**config.mk**
```make
export PLATFORM = sky130hd
export DESIGN_NAME = irhl_ctrl
export DESIGN_NICKNAME = d
export VERILOG_FILES = /design/src/rtl/core/irhl_pkg.sv /design/src/rtl/core/irhl_ctrl.sv
export SDC_FILE = /design/constraint.sdc
export NUM_CORES = 1
export LEC_CHECK = 0
export BUFFER_PORTS_ARGS = -buffer_cell sky130_fd_sc_hd__buf_4
export CAP_MARGIN = 20
export CELL_PAD_IN_SITES_DETAIL_PLACEMENT = 1
export CELL_PAD_IN_SITES_GLOBAL_PLACEMENT = 1
export CORE_UTILIZATION = 30
export CTS_BUF_LIST = sky130_fd_sc_hd__clkbuf_4 sky130_fd_sc_hd__clkbuf_8 sky130_fd_sc_hd__clkbuf_16
export CTS_CLUSTER_SIZE = 25
export DETAILED_ROUTE_END_ITERATION = 12
export PLACE_DENSITY = 0.85
export SYNTH_ARGS = -nofsm -noshare
export SYNTH_HDL_FRONTEND = slang
export SYNTH_SLANG_ARGS = --single-unit
```
**constraint.sdc**
```tcl
create_clock -name clk_i -period 1.8 [get_ports clk_i]
set_input_delay 0.36 -clock clk_i [delete_from_list [all_inputs] [get_ports clk_i]]
set_output_delay 0.36 -clock clk_i [all_outputs]
set_load 0.005 [all_outputs]
```
**src/rtl/core/irhl_pkg.sv**
```systemverilog
// ----------------------------------------------------------------------------
// irhl_pkg
// Shared types, codes and the helper function of the instance memory block:
// operation codes, controller states, memory address selects, the command and
// status bundles between controller and datapath, and the handle hash fold.
// ----------------------------------------------------------------------------
package irhl_pkg;

  localparam int unsigned WINDOW_BASE_DEF  = 32'd7340032;
  localparam int unsigned WINDOW_BYTES_DEF = 32'd1048576;
  localparam int unsigned PROBE_LIMIT_DEF  = 32'd16;

  localparam int unsigned IN_DATA_W  = 120;
  localparam int unsigned OUT_DATA_W = 160;

  typedef enum logic [1:0] {
    OP_READ   = 2'd0,
    OP_WRITE  = 2'd1,
    OP_LOOKUP = 2'd2,
    OP_DMA    = 2'd3
  } op_e;

  typedef enum logic [3:0] {
    ST_IDLE,
    ST_WRITE,
    ST_RD_ISSUE,
    ST_RD_CAP,
    ST_LK_START,
    ST_LK_HANDLE,
    ST_LK_CTX,
    ST_LK_TEST,
    ST_LK_CLASS,
    ST_LK_CLASS_CAP,
    ST_DMA_START,
    ST_DMA_W0,
    ST_DMA_W1,
    ST_DMA_W2,
    ST_DONE
  } state_e;

  typedef enum logic [2:0] {
    ADDR_BUS,
    ADDR_HANDLE,
    ADDR_HANDLE_NEXT,
    ADDR_CTX,
    ADDR_CLASS,
    ADDR_DMA0,
    ADDR_DMA1,
    ADDR_DMA2
  } addr_sel_e;

  typedef struct packed {
    logic      load_in;
    logic      mem_rd;
    logic      mem_wr;
    addr_sel_e addr_sel;
    logic      cap_read;
    logic      cap_hmatch;
    logic      init_probe;
    logic      advance;
    logic      cap_inst;
    logic      cap_class;
    logic      cap_dma0;
    logic      cap_dma1;
    logic      cap_dma2;
    logic      set_err;
    logic      load_out;
  } cmd_t;

  typedef struct packed {
    logic bus_ok;
    logic table_ok;
    logic dma_ok;
    logic hit;
    logic last_probe;
  } sts_t;

  // Fold a handle into chunks of 11 + code bits and XOR them together.
  function automatic logic [13:0] irhl_fold(input logic [31:0] handle,
                                            input logic [1:0]  code);
    logic [13:0] res;
    res = '0;
    unique case (code)
      2'd0: res = {3'b0, handle[10:0] ^ handle[21:11] ^ {1'b0, handle[31:22]}};
      2'd1: res = {2'b0, handle[11:0] ^ handle[23:12] ^ {4'b0, handle[31:24]}};
      2'd2: res = {1'b0, handle[12:0] ^ handle[25:13] ^ {7'b0, handle[31:26]}};
      2'd3: res = handle[13:0] ^ handle[27:14] ^ {10'b0, handle[31:28]};
      default: res = '0;
    endcase
    return res;
  endfunction

endpackage

```
**src/rtl/core/irhl_ctrl.sv**
```systemverilog
// ----------------------------------------------------------------------------
// irhl_ctrl
// Controller: sequences memory accesses of each operation, drives the
// datapath commands and owns the input ready and output valid handshakes.
// ----------------------------------------------------------------------------
module irhl_ctrl import irhl_pkg::*; (
  input  logic       clk_i,
  input  logic       rst_ni,
  input  logic       in_valid_i,
  output logic       in_ready_o,
  input  logic [1:0] op_i,
  output logic       out_valid_o,
  input  logic       out_ready_i,
  output cmd_t       cmd_o,
  input  sts_t       sts_i
);

  state_e state_q, state_d;
  logic   out_valid_q, out_valid_d;
  logic   out_free;

  assign out_free = !out_valid_q || out_ready_i;

  always_ff @(posedge clk_i or negedge rst_ni) begin
    if (!rst_ni) begin
      state_q     <= ST_IDLE;
      out_valid_q <= 1'b0;
    end else begin
      state_q     <= state_d;
      out_valid_q <= out_valid_d;
    end
  end

  always_comb begin
    state_d = state_q;
    unique case (state_q)
      ST_IDLE: begin
        if (in_valid_i) begin
          unique case (op_e'(op_i))
            OP_READ:   state_d = ST_RD_ISSUE;
            OP_WRITE:  state_d = ST_WRITE;
            OP_LOOKUP: state_d = ST_LK_START;
            OP_DMA:    state_d = ST_DMA_START;
            default:   state_d = ST_IDLE;
          endcase
        end
      end
      ST_WRITE:    state_d = ST_IDLE;
      ST_RD_ISSUE: state_d = ST_RD_CAP;
      ST_RD_CAP:   state_d = ST_DONE;
      ST_LK_START: state_d = sts_i.table_ok ? ST_LK_HANDLE : ST_DONE;
      ST_LK_HANDLE: state_d = ST_LK_CTX;
      ST_LK_CTX:   state_d = ST_LK_TEST;
      ST_LK_TEST: begin
        priority if (sts_i.hit) begin
          state_d = ST_LK_CLASS;
        end else if (sts_i.last_probe) begin
          state_d = ST_DONE;
        end else begin
          state_d = ST_LK_CTX;
        end
      end
      ST_LK_CLASS:     state_d = ST_LK_CLASS_CAP;
      ST_LK_CLASS_CAP: state_d = ST_DONE;
      ST_DMA_START:    state_d = sts_i.dma_ok ? ST_DMA_W0 : ST_DONE;
      ST_DMA_W0:       state_d = ST_DMA_W1;
      ST_DMA_W1:       state_d = ST_DMA_W2;
      ST_DMA_W2:       state_d = ST_DONE;
      ST_DONE:         state_d = out_free ? ST_IDLE : ST_DONE;
      default:         state_d = ST_IDLE;
    endcase
  end

  always_comb begin
    cmd_o       = '0;
    cmd_o.addr_sel = ADDR_BUS;
    in_ready_o  = 1'b0;
    out_valid_d = out_valid_q && !out_ready_i;
    unique case (state_q)
      ST_IDLE: begin
        in_ready_o    = 1'b1;
        cmd_o.load_in = in_valid_i;
      end
      ST_WRITE: begin
        cmd_o.mem_wr = sts_i.bus_ok;
      end
      ST_RD_ISSUE: begin
        cmd_o.mem_rd = sts_i.bus_ok;
      end
      ST_RD_CAP: begin
        cmd_o.cap_read = 1'b1;
      end
      ST_LK_START: begin
        cmd_o.init_probe = 1'b1;
        cmd_o.set_err    = !sts_i.table_ok;
      end
      ST_LK_HANDLE: begin
        cmd_o.mem_rd   = 1'b1;
        cmd_o.addr_sel = ADDR_HANDLE;
      end
      ST_LK_CTX: begin
        cmd_o.mem_rd     = 1'b1;
        cmd_o.addr_sel   = ADDR_CTX;
        cmd_o.cap_hmatch = 1'b1;
      end
      ST_LK_TEST: begin
        priority if (sts_i.hit) begin
          cmd_o.cap_inst = 1'b1;
        end else if (sts_i.last_probe) begin
          cmd_o.set_err = 1'b1;
        end else begin
          cmd_o.advance  = 1'b1;
          cmd_o.mem_rd   = 1'b1;
          cmd_o.addr_sel = ADDR_HANDLE_NEXT;
        end
      end
      ST_LK_CLASS: begin
        cmd_o.mem_rd   = 1'b1;
        cmd_o.addr_sel = ADDR_CLASS;
      end
      ST_LK_CLASS_CAP: begin
        cmd_o.cap_class = 1'b1;
      end
      ST_DMA_START: begin
        cmd_o.set_err  = !sts_i.dma_ok;
        cmd_o.mem_rd   = sts_i.dma_ok;
        cmd_o.addr_sel = ADDR_DMA0;
      end
      ST_DMA_W0: begin
        cmd_o.mem_rd   = 1'b1;
        cmd_o.addr_sel = ADDR_DMA1;
        cmd_o.cap_dma0 = 1'b1;
      end
      ST_DMA_W1: begin
        cmd_o.mem_rd   = 1'b1;
        cmd_o.addr_sel = ADDR_DMA2;
        cmd_o.cap_dma1 = 1'b1;
      end
      ST_DMA_W2: begin
        cmd_o.cap_dma2 = 1'b1;
      end
      ST_DONE: begin
        if (out_free) begin
          cmd_o.load_out = 1'b1;
          out_valid_d    = 1'b1;
        end
      end
      default: begin
        in_ready_o = 1'b0;
      end
    endcase
  end

  assign out_valid_o = out_valid_q;

endmodule

```
==> flow_results.xml, run 1 <==
<?xml version="1.0" encoding="UTF-8"?>
<metrics>
  <group name="floorplanning">
    <metric name="die_area" unit="um2">2610</metric>
    <metric name="num_io_pins" unit="">30</metric>
    <metric name="die_x" unit="um">51.1</metric>
    <metric name="row_count" unit="">17</metric>
    <metric name="start_util" unit="">0.323</metric>
    <metric name="die_height" unit="um">51.1</metric>
    <metric name="core_area" unit="um2">2230</metric>
  </group>
  <group name="sta">
    <metric name="timing.clock.skew" unit="ps">1.14</metric>
    <metric name="hold_viol" unit="">0</metric>
    <metric name="fmax" unit="MHz">546</metric>
    <metric name="finalMaxSlewViolations" unit="">0</metric>
    <metric name="finalSetupTns" unit="ps">-81.6</metric>
    <metric name="post-route-worst-setup-slack" unit="ps">-30.7</metric>
    <metric name="setup_viol" unit="">4</metric>
    <metric name="worstMarginPinSlew" unit="ps">495</metric>
    <metric name="min_period" unit="ps">1830</metric>
    <metric name="setup_repair_after_global_routing_missed_its_margin" unit="">true</metric>
    <metric name="final_min_period_over_clock_period" unit="">1.02</metric>
    <metric name="slew-limit-headroom" unit="">0.666</metric>
  </group>
  <group name="run">
    <metric name="timing.max_cap.violations" unit="">0</metric>
  </group>
  <group name="global_route">
    <metric name="grt_util_all_layers" unit="">0.215</metric>
    <metric name="grt_max_degree" unit="">28</metric>
    <metric name="first_global_vias" unit="">893</metric>
    <metric name="grt_antenna_before_repair" unit="">0</metric>
    <metric name="grt_overflow_total" unit="">0</metric>
    <metric name="grt_pass1_wl" unit="mm">4.12</metric>
  </group>
  <group name="setup_path">
    <metric name="cp-startpoint" unit="">state_q[3]$_DFFE_PN0P_</metric>
    <metric name="cp_data_required_time" unit="ps">1440</metric>
    <metric name="regToRegEndpoint" unit="">state_q[0]$_DFFE_PN0P_</metric>
    <metric name="crit_type" unit="">flip-flop to output pin</metric>
    <metric name="rr_worst_depth" unit="">6</metric>
    <metric name="worst-path-max-fanout" unit="">17</metric>
    <metric name="worst_setup_path_end_kind" unit="">output pin</metric>
    <metric name="path_cells" unit="">buf_12 -&gt; nor4b_4 -&gt; a31oi_1 -&gt; o22ai_1 -&gt; buf_4</metric>
    <metric name="critical_path.endpoint" unit="">cmd_o[1]</metric>
    <metric name="critical_path_arrival" unit="ps">1470</metric>
    <metric name="startpoint_type" unit="">flip-flop</metric>
    <metric name="worst-r2r-setup-slack" unit="ps">130</metric>
    <metric name="regToRegStartpoint" unit="">state_q[2]$_DFFE_PN0P_</metric>
    <metric name="cp_slowest_cell" unit="">sky130_fd_sc_hd__dfrtp_2</metric>
    <metric name="critical-path-max-stage-delay" unit="ps">450</metric>
  </group>
  <group name="power_and_ir_drop">
    <metric name="vdd_ir_drop_max" unit="V">0.000838</metric>
    <metric name="design_power_total" unit="W">0.00200</metric>
    <metric name="power_density" unit="nW/um2">1670</metric>
    <metric name="total_leakage_power" unit="nW">0.576</metric>
  </group>
  <group name="yosys">
    <metric name="top_flip_flop_cell_by_instance_count_after_synthesis" unit="">sky130_fd_sc_hd__dfrtp_1</metric>
    <metric name="synth_most_common_cell" unit="">sky130_fd_sc_hd__inv_1</metric>
    <metric name="post_synthesis_simple_gate_area_fraction" unit="">0.347</metric>
    <metric name="netlist_top_cells_count" unit="">sky130_fd_sc_hd__inv_1, sky130_fd_sc_hd__nand2_1, sky130_fd_sc_hd__nor2_1, sky130_fd_sc_hd__o21ai_0</metric>
    <metric name="synth_adder_area_share" unit="">0.0520</metric>
    <metric name="post_synth_main_area_contributors" unit="">sky130_fd_sc_hd__dfrtp_1, sky130_fd_sc_hd__a31oi_1, sky130_fd_sc_hd__ha_1</metric>
    <metric name="ys_ff_latch" unit="">5</metric>
    <metric name="synth.yosys.warnings" unit="">0</metric>
    <metric name="synth_top_family_by_area" unit="">simple AND/OR/NAND/NOR gates</metric>
    <metric name="share_of_the_synthesized_area_in_the_top_cell_type" unit="">0.173</metric>
    <metric name="post_synth_instance_area" unit="um2">722</metric>
    <metric name="ys_async_sr_fraction" unit="">1.00</metric>
    <metric name="yosys.area.top_type" unit="">sky130_fd_sc_hd__dfrtp_1</metric>
    <metric name="synth.net_count" unit="">111</metric>
    <metric name="syn-mean-instance-area" unit="um2">7.44</metric>
    <metric name="syn_inst" unit="">97</metric>
    <metric name="number_of_enable_type_register_cells_in_the_synthesized_netlist" unit="">0</metric>
    <metric name="compound_gate_fraction_of_synth_area" unit="">0.265</metric>
    <metric name="synth.yosys.seq_area_share" unit="">0.173</metric>
    <metric name="synth.mux.area_fraction" unit="">0.0139</metric>
    <metric name="post_synth_xor_area_fraction" unit="">0.0121</metric>
    <metric name="yosys.cell_types.count" unit="">41</metric>
  </group>
  <group name="route">
    <metric name="iteration_0_drc_markers" unit="">20</metric>
    <metric name="finalWirelength" unit="mm">2.59</metric>
    <metric name="drt-wirelength-per-cell" unit="um">15.5</metric>
    <metric name="postRouteAntennaNets" unit="">0</metric>
    <metric name="routed_via_density" unit="">5.47</metric>
    <metric name="route.detailed.drc" unit="">0</metric>
    <metric name="firstDrtPassIters" unit="">4</metric>
    <metric name="num_vias" unit="">914</metric>
  </group>
  <group name="hold_path">
    <metric name="worst_hold_startpoint" unit="">out_ready_i</metric>
    <metric name="min_path_type" unit="">input port to flip-flop</metric>
  </group>
  <group name="finish">
    <metric name="final-instance-count-excl-fill" unit="">167</metric>
    <metric name="syn2layout_area_growth" unit="%">66.0</metric>
    <metric name="final_net_count" unit="">154</metric>
    <metric name="final_layout_size_suffix_gt1_frac" unit="">0.525</metric>
    <metric name="antenna_cells_inserted" unit="">0</metric>
  </group>
  <group name="run_status">
    <metric name="failed_checks" unit="">negative setup slack</metric>
    <metric name="outcome" unit="">complete, but fails checks</metric>
  </group>
  <group name="clock_tree">
    <metric name="ctsLongestPathBuffers" unit="">2</metric>
    <metric name="insertion_delay" unit="ps">250</metric>
    <metric name="cts_buffers" unit="">3</metric>
    <metric name="cts_num_sinks" unit="">5</metric>
    <metric name="cts-htree-levels" unit="">1</metric>
    <metric name="clk_pin_slew" unit="ps">50</metric>
    <metric name="cts_root_buffer" unit="">sky130_fd_sc_hd__clkbuf_4</metric>
    <metric name="tritoncts" unit="">built</metric>
  </group>
  <group name="placed_design">
    <metric name="placedCellCount" unit="">152</metric>
    <metric name="port_buffers" unit="">29</metric>
    <metric name="gp_congestion" unit="">0.842</metric>
    <metric name="dp_hpwl" unit="mm">1.75</metric>
  </group>
</metrics>
flip-flops by register name, summed over array words and instances, names as in the netlist:
register / count
state_q: 4
out_valid_o: 1
repair_timing:
| action | 4_1_cts | 5_1_grt |
|---|---|---|
| hold endpoints to repair | 5 | 0 |
| pin swaps | 3 | 1 |
| resized for setup | 15 | 12 |
| hold buffers | 1 | 0 |
| buffers inserted | 6 | 4 |
| endpoints found under the setup margin | 12 | 12 |
where the power goes:
| group | total [W] | switching [W] | internal, W |
|---|---|---|---|
| clock network | 0.000136 | 0.0000548 | 0.0000809 |
| logic | 0.00159 | 0.000758 | 0.000834 |
| registers | 0.000276 | 0.000102 | 0.000174 |
| total | 0.00200 | 0.000914 | 0.00109 |
worst max-delay path, delay by kind of cell, from the launching register on:
| family | cells | cell delay [ps] |
|---|---|---|
| AO/OA/AOI/OAI | 2 | 210 |
| buffers and inverters | 2 | 310 |
| flip-flops | 1 | 450 |
| AND/OR/NAND/NOR | 1 | 250 |
metal layers:
layer	global-route usage	vias to the layer above	wire length, um
met2	0.373	20	1340
met1	0.263	450	1140
li1	-	437	-
met4	0.0880	0	56
met5	0	-	0
met3	0.0298	7	58
logic make-up after synthesis:
| group | count (synthesis) |
|---|---|
| buffers and inverters | 19 |
| XOR/XNOR | 1 |
| adder cells (fa/ha/maj) | 3 |
| AO/OA/AOI/OAI | 26 |
| AND/OR/NAND/NOR | 42 |
| multiplexers | 1 |
| flip-flops | 5 |
how the worst min path moves through the flow:
stage                                  end  slack (ps)  cells after the start
finish               out_valid_o$_DFF_PN0_         310                      2
global route         out_valid_o$_DFF_PN0_         330                      2
CTS                  out_valid_o$_DFF_PN0_         320                      2
detailed placement  state_q[2]$_DFFE_PN0P_         160                      1
global placement     out_valid_o$_DFF_PN0_         160                      1
floorplan            out_valid_o$_DFF_PN0_          60                      0
cell type report:
type	count	area (um2)
clock buffers	3	22.5
clock inverters	1	5.00
fillers	280	1030
inverters	9	33.8
multi-input cells	73	574
flip-flops and latches	5	129
well taps	28	35.0
repair buffers	48	399
per-stage QoR:
stage	cell area, um2	setup slack, ps	hold slack, ps	utilization
3_5_place_dp	995	50.1	164	0.445
5_1_grt	1200	-122	330	0.537
4_1_cts	1130	-44.0	317	0.504
6_report	1200	-30.7	314	0.537
2_1_floorplan	722	249	64.4	-
3_3_place_gp	995	130	163	0.445
placed cells by master (no fill, tap or decap), types with 4 or more instances in the layout:
cell / Yosys / routed
sky130_fd_sc_hd__o21ai_1: 0 / 4
sky130_fd_sc_hd__nor3_2: 1 / 4
sky130_fd_sc_hd__nor2_1: 7 / 7
sky130_fd_sc_hd__a31oi_1: 6 / 6
sky130_fd_sc_hd__inv_1: 9 / 9
sky130_fd_sc_hd__buf_4: 2 / 42
sky130_fd_sc_hd__nand2_1: 7 / 6
Note: power is estimated with default switching activity, not from simulation.
==> run 2: changes to the inputs <==
clock period = 2.36 ns   (was 1.8 ns; I/O delays follow)
==> run 2 against run 1 <==
Largest power group unchanged. Critical path type unchanged. Hold slack better by 130 ps. Via count decreased by 13%. Non-clock buffer count down 13. The flow now finishes without violations. Die area stayed put. Core utilization fell by 9.4 points.
==> flow_results.xml, run 2 (synthesis results as in run 1) <==
<?xml version="1.0" encoding="UTF-8"?>
<metrics>
  <group name="run_status">
    <metric name="outcome" unit="">completed</metric>
  </group>
  <group name="global_route">
    <metric name="grt_max_degree" unit="">24</metric>
    <metric name="grt_overflow_total" unit="">0</metric>
    <metric name="first_global_vias" unit="">828</metric>
    <metric name="grt_util_all_layers" unit="">0.174</metric>
    <metric name="grt_pass1_wl" unit="mm">3.48</metric>
    <metric name="grt_antenna_before_repair" unit="">0</metric>
  </group>
  <group name="finish">
    <metric name="final_net_count" unit="">141</metric>
    <metric name="syn2layout_area_growth" unit="%">36.9</metric>
    <metric name="finish.instance_area" unit="um2">988</metric>
    <metric name="largest_register_ffs" unit="">4</metric>
    <metric name="fill_cells" unit="">292</metric>
    <metric name="antenna_cells_inserted" unit="">0</metric>
    <metric name="max_flop_register" unit="">state_q</metric>
    <metric name="final_layout_size_suffix_gt1_frac" unit="">0.357</metric>
    <metric name="mostFrequentLayoutCell" unit="">sky130_fd_sc_hd__buf_4</metric>
    <metric name="commonest_cells_after_routing_fill_and_taps_aside" unit="">sky130_fd_sc_hd__buf_4, sky130_fd_sc_hd__inv_1, sky130_fd_sc_hd__nand2_1, sky130_fd_sc_hd__nor2_1, sky130_fd_sc_hd__o21ai_0</metric>
  </group>
  <group name="placed_design">
    <metric name="dpl-instance-area" unit="um2">947</metric>
    <metric name="port_buffers" unit="">29</metric>
    <metric name="gp_congestion" unit="">0.796</metric>
    <metric name="dp_hpwl" unit="mm">1.55</metric>
  </group>
  <group name="setup_path">
    <metric name="worst-path-max-fanout" unit="">12</metric>
    <metric name="worst_setup_path_end_kind" unit="">output pin</metric>
    <metric name="critical_path.endpoint" unit="">cmd_o[11]</metric>
    <metric name="cp_data_required_time" unit="ps">1890</metric>
    <metric name="startpoint_type" unit="">flip-flop</metric>
    <metric name="worst-r2r-setup-slack" unit="ps">670</metric>
    <metric name="critical_path_arrival" unit="ps">1690</metric>
    <metric name="crit_type" unit="">flip-flop to output pin</metric>
    <metric name="regToRegEndpoint" unit="">state_q[0]$_DFFE_PN0P_</metric>
    <metric name="regToRegStartpoint" unit="">state_q[2]$_DFFE_PN0P_</metric>
    <metric name="cp-startpoint" unit="">state_q[3]$_DFFE_PN0P_</metric>
    <metric name="rr_worst_depth" unit="">5</metric>
  </group>
  <group name="power_and_ir_drop">
    <metric name="vdd_ir_drop_max" unit="V">0.000396</metric>
    <metric name="power_density" unit="nW/um2">1170</metric>
    <metric name="total_leakage_power" unit="nW">0.476</metric>
  </group>
  <group name="route">
    <metric name="iteration_0_drc_markers" unit="">7</metric>
    <metric name="num_vias" unit="">793</metric>
    <metric name="finalWirelength" unit="mm">1.98</metric>
    <metric name="postRouteAntennaNets" unit="">0</metric>
    <metric name="routed_via_density" unit="">5.15</metric>
    <metric name="firstDrtPassIters" unit="">4</metric>
    <metric name="route.detailed.drc" unit="">0</metric>
    <metric name="drt-wirelength-per-cell" unit="um">12.9</metric>
  </group>
  <group name="sta">
    <metric name="timing.clock.skew" unit="ps">6.85</metric>
    <metric name="hold_viol" unit="">0</metric>
    <metric name="setup_repair_after_global_routing_missed_its_margin" unit="">false</metric>
    <metric name="worstMarginPinSlew" unit="ps">518</metric>
    <metric name="fmax" unit="MHz">463</metric>
    <metric name="final_min_period_over_clock_period" unit="">0.914</metric>
    <metric name="min_period" unit="ps">2160</metric>
    <metric name="finalSetupTns" unit="ps">0</metric>
    <metric name="setup_viol" unit="">0</metric>
    <metric name="slew-limit-headroom" unit="">0.651</metric>
    <metric name="finalMaxSlewViolations" unit="">0</metric>
  </group>
  <group name="floorplanning">
    <metric name="start_util" unit="">0.323</metric>
    <metric name="num_io_pins" unit="">30</metric>
    <metric name="core_area" unit="um2">2230</metric>
    <metric name="die_area" unit="um2">2610</metric>
    <metric name="die_height" unit="um">51.1</metric>
    <metric name="row_count" unit="">17</metric>
    <metric name="die_x" unit="um">51.1</metric>
  </group>
  <group name="clock_tree">
    <metric name="clk_pin_slew" unit="ps">50</metric>
    <metric name="tritoncts" unit="">built</metric>
    <metric name="cts_root_buffer" unit="">sky130_fd_sc_hd__clkbuf_4</metric>
    <metric name="insertion_delay" unit="ps">250</metric>
    <metric name="ctsLongestPathBuffers" unit="">2</metric>
    <metric name="cts_buffers" unit="">3</metric>
    <metric name="cts_num_sinks" unit="">5</metric>
    <metric name="cts_post_setup_buffers_inserted" unit="">0</metric>
    <metric name="cts-htree-levels" unit="">1</metric>
  </group>
  <group name="hold_path">
    <metric name="min_path_type" unit="">input port to flip-flop</metric>
  </group>
  <group name="run">
    <metric name="timing.max_cap.violations" unit="">0</metric>
  </group>
</metrics>
## run 2: cell types whose count changed in the layout (fill, tap and decap cells not counted), sizes merged
cell,before,now
clkinv,1,0
clkbuf,3,4
buf,47,34
## run 2: routing by layer
metal  vias to the layer above  routed length (um)  track usage
met5                         -                   0            0
met4                         0                  32       0.0833
met3                         2                  20       0.0179
met2                        10                 980        0.292
met1                       374                 945        0.220
li1                        407                   -            -
## run 2: repair_timing
item,4_1_cts,5_1_grt
setup endpoints to repair,0,3
gates resized for setup,0,1
endpoints found under the hold margin,0,2
hold buffers,0,1
## run 2: cell type report
type | instances | area [um2] | area share
multi-input cells | 73 | 498 | 0.504
repair buffers | 35 | 265 | 0.268
flip-flops and latches | 5 | 126 | 0.128
well taps | 28 | 35.0 | 0.0354
inverters | 9 | 33.8 | 0.0342
clock buffers | 4 | 30.0 | 0.0304
## run 2: worst min-delay path by stage
stage	slack (ps)	endpoint	start	cells past startpoint
6_report	440	out_valid_o$_DFF_PN0_	out_ready_i	2
5_1_grt	460	out_valid_o$_DFF_PN0_	out_ready_i	2
4_1_cts	1	state_q[3]$_DFFE_PN0P_	rst_ni	1
3_5_place_dp	270	out_valid_o$_DFF_PN0_	rst_ni	1
3_3_place_gp	270	out_valid_o$_DFF_PN0_	rst_ni	1
2_1_floorplan	180	out_valid_o$_DFF_PN0_	rst_ni	0
## run 2: critical path, stage by stage, from the launching register on
cell                       delay (ps)
sky130_fd_sc_hd__dfrtp_1          490
sky130_fd_sc_hd__nand2b_1         350
sky130_fd_sc_hd__a311o_1          370
sky130_fd_sc_hd__o21ai_0           80
sky130_fd_sc_hd__buf_4            140
## run 2: power by group
group          total (W)  leakage [nW]  switching [W]  internal (W)
clock           0.000115        0.0184      0.0000389     0.0000756
combinational   0.000776         0.395       0.000370      0.000406
sequential      0.000268        0.0617       0.000139      0.000128
## run 2: through the flow
stage	instances	util	hold WS, ps	setup slack [ps]	power [W]
floorplan	97	-	176	697	0.000781
global placement	149	0.424	274	464	0.00102
detailed placement	149	0.424	275	401	0.00104
CTS	153	0.438	1.38	129	0.00116
global route	154	0.443	456	77.6	0.00128
finish	154	0.443	442	202	0.00116
==> run 3: changes to the inputs <==
REMOVE_ABC_BUFFERS = 1   (was not set)
==> run 3 against run 2 <==
Sequential cell count unchanged. Routed wire length grew 11%. First-iteration DRC count rose by 43%. Die area unchanged. Sequential power decreased by 3%. Critical path type unchanged. Largest cell class unchanged. Highest routed layer is now met3.
==> flow_results.xml, run 3 (synthesis results as in run 1) <==
<?xml version="1.0" encoding="UTF-8"?>
<metrics>
  <group name="finish">
    <metric name="syn2layout_area_growth" unit="%">34.5</metric>
    <metric name="mostFrequentLayoutCell" unit="">sky130_fd_sc_hd__buf_4</metric>
    <metric name="fill_cells" unit="">292</metric>
    <metric name="commonest_cells_after_routing_fill_and_taps_aside" unit="">sky130_fd_sc_hd__buf_4, sky130_fd_sc_hd__inv_1, sky130_fd_sc_hd__nand2_1, sky130_fd_sc_hd__nor2_1, sky130_fd_sc_hd__o21ai_0</metric>
    <metric name="antenna_cells_inserted" unit="">0</metric>
    <metric name="final_net_count" unit="">139</metric>
    <metric name="final_layout_size_suffix_gt1_frac" unit="">0.355</metric>
    <metric name="max_flop_register" unit="">state_q</metric>
    <metric name="largest_register_ffs" unit="">4</metric>
    <metric name="final-instance-count-excl-fill" unit="">152</metric>
  </group>
  <group name="floorplanning">
    <metric name="die_height" unit="um">51.1</metric>
    <metric name="core_area" unit="um2">2230</metric>
    <metric name="die_area" unit="um2">2610</metric>
    <metric name="num_io_pins" unit="">30</metric>
    <metric name="start_util" unit="">0.323</metric>
    <metric name="die_x" unit="um">51.1</metric>
    <metric name="row_count" unit="">17</metric>
  </group>
  <group name="setup_path">
    <metric name="worstPathBufferInverterCount" unit="">1</metric>
    <metric name="rr_worst_depth" unit="">5</metric>
    <metric name="startpoint_type" unit="">flip-flop</metric>
    <metric name="critical-path-max-stage-delay" unit="ps">570</metric>
    <metric name="path_cells" unit="">nand2b_1 -&gt; nor4b_1 -&gt; buf_4</metric>
    <metric name="worst-path-max-fanout" unit="">27</metric>
    <metric name="critical_path.endpoint" unit="">cmd_o[14]</metric>
    <metric name="regToRegStartpoint" unit="">state_q[2]$_DFFE_PN0P_</metric>
    <metric name="crit_family" unit="">simple AND/OR/NAND/NOR gates</metric>
    <metric name="crit_type" unit="">flip-flop to output pin</metric>
    <metric name="regToRegEndpoint" unit="">state_q[0]$_DFFE_PN0P_</metric>
    <metric name="cp-startpoint" unit="">state_q[1]$_DFFE_PN0P_</metric>
    <metric name="worst_setup_path_end_kind" unit="">output pin</metric>
    <metric name="worst-r2r-setup-slack" unit="ps">710</metric>
    <metric name="cp_slowest_cell" unit="">sky130_fd_sc_hd__dfrtp_2</metric>
    <metric name="worstSetupPathDepth" unit="">3</metric>
    <metric name="cp_data_required_time" unit="ps">1890</metric>
    <metric name="critical_path_arrival" unit="ps">1620</metric>
  </group>
  <group name="route">
    <metric name="iteration_0_drc_markers" unit="">10</metric>
    <metric name="firstDrtPassIters" unit="">4</metric>
    <metric name="finalWirelength" unit="mm">2.20</metric>
    <metric name="drt-wirelength-per-cell" unit="um">14.5</metric>
    <metric name="routed-wl-met2" unit="mm">1.18</metric>
    <metric name="routed_via_density" unit="">5.47</metric>
    <metric name="num_vias" unit="">831</metric>
    <metric name="postRouteAntennaNets" unit="">0</metric>
    <metric name="wirelength_met1" unit="um">982</metric>
    <metric name="route.detailed.drc" unit="">0</metric>
    <metric name="met3_routed_wirelength" unit="um">43</metric>
    <metric name="maxUsedRoutingLayer" unit="">met3</metric>
  </group>
  <group name="placed_design">
    <metric name="gp_congestion" unit="">0.801</metric>
    <metric name="port_buffers" unit="">29</metric>
    <metric name="dp_hpwl" unit="mm">1.68</metric>
    <metric name="placedCellCount" unit="">148</metric>
  </group>
  <group name="clock_tree">
    <metric name="clk_pin_slew" unit="ps">40</metric>
    <metric name="insertion_delay" unit="ps">240</metric>
    <metric name="cts_root_buffer" unit="">sky130_fd_sc_hd__clkbuf_4</metric>
    <metric name="ctsLongestPathBuffers" unit="">2</metric>
    <metric name="cts-htree-levels" unit="">1</metric>
    <metric name="cts_num_sinks" unit="">5</metric>
    <metric name="cts_buffers" unit="">3</metric>
    <metric name="tritoncts" unit="">built</metric>
  </group>
  <group name="power_and_ir_drop">
    <metric name="design_power_total" unit="W">0.00116</metric>
    <metric name="total_leakage_power" unit="nW">0.467</metric>
    <metric name="power_density" unit="nW/um2">1200</metric>
    <metric name="vdd_ir_drop_max" unit="V">0.000419</metric>
  </group>
  <group name="sta">
    <metric name="worstMarginPinSlew" unit="ps">603</metric>
    <metric name="slew-limit-headroom" unit="">0.594</metric>
    <metric name="finalSetupTns" unit="ps">0</metric>
    <metric name="fmax" unit="MHz">479</metric>
    <metric name="finalMaxSlewViolations" unit="">0</metric>
    <metric name="timing.clock.skew" unit="ps">2.27</metric>
    <metric name="setup_repair_after_global_routing_missed_its_margin" unit="">false</metric>
    <metric name="setup_viol" unit="">0</metric>
    <metric name="final_min_period_over_clock_period" unit="">0.885</metric>
    <metric name="min_period" unit="ps">2090</metric>
    <metric name="hold_viol" unit="">0</metric>
  </group>
  <group name="global_route">
    <metric name="grt_antenna_before_repair" unit="">0</metric>
    <metric name="grt_max_degree" unit="">28</metric>
    <metric name="grt_util_all_layers" unit="">0.176</metric>
    <metric name="grt_pass1_wl" unit="mm">3.50</metric>
    <metric name="grt_overflow_total" unit="">0</metric>
    <metric name="first_global_vias" unit="">786</metric>
  </group>
  <group name="hold_path">
    <metric name="min_path_type" unit="">input port to asynchronous set/reset pin</metric>
  </group>
  <group name="run">
    <metric name="timing.max_cap.violations" unit="">0</metric>
  </group>
  <group name="run_status">
    <metric name="outcome" unit="">completed</metric>
  </group>
</metrics>
==> run 3: area by class of cell <==
cell class,instances,area [um2],area share
multi-input combinational,73,498,0.513
clock buffer,4,30.0,0.0309
timing repair buffer,33,248,0.255
tap,28,35.0,0.0361
sequential,5,126,0.130
inverter,9,33.8,0.0348
==> run 3: worst min path at each step <==
stage / endpoint / slack (ps) / cells past startpoint
floorplan: out_valid_o$_DFF_PN0_ / 180 / 0
global placement: out_valid_o$_DFF_PN0_ / 270 / 1
detailed placement: state_q[3]$_DFFE_PN0P_ / 280 / 1
CTS: out_valid_o$_DFF_PN0_ / 20 / 1
global route: state_q[3]$_DFFE_PN0P_ / 20 / 1
finish: state_q[0]$_DFFE_PN0P_ / 20 / 1
==> run 3: power by group <==
| group | total (W) | internal [W] | switching, W |
|---|---|---|---|
| combinational | 0.000791 | 0.000395 | 0.000396 |
| sequential | 0.000261 | 0.000129 | 0.000133 |
| clock | 0.000109 | 0.0000753 | 0.0000341 |
==> run 3: repair_timing <==
action / CTS / global route
endpoints found under the setup margin: 1 / 0
resized for setup: 1 / 0
setup buffers: 0 / 0
hold buffers: 0 / 0
==> run 3: through the flow <==
step | setup WS, ps | hold WS (ps) | util | instance area (um2)
6_report | 271 | 21.7 | 0.435 | 971
5_1_grt | 146 | 19.0 | 0.435 | 971
3_3_place_gp | 368 | 274 | 0.421 | 940
2_1_floorplan | 533 | 176 | - | 657
3_5_place_dp | 267 | 275 | 0.421 | 940
4_1_cts | 258 | 18.7 | 0.435 | 971
==> run 3: layer usage <==
layer | up-vias | global-route usage
met1 | 415 | 0.221
li1 | 401 | -
met2 | 15 | 0.318
met5 | - | 0
met3 | 0 | 0.00893
met4 | 0 | 0.0556
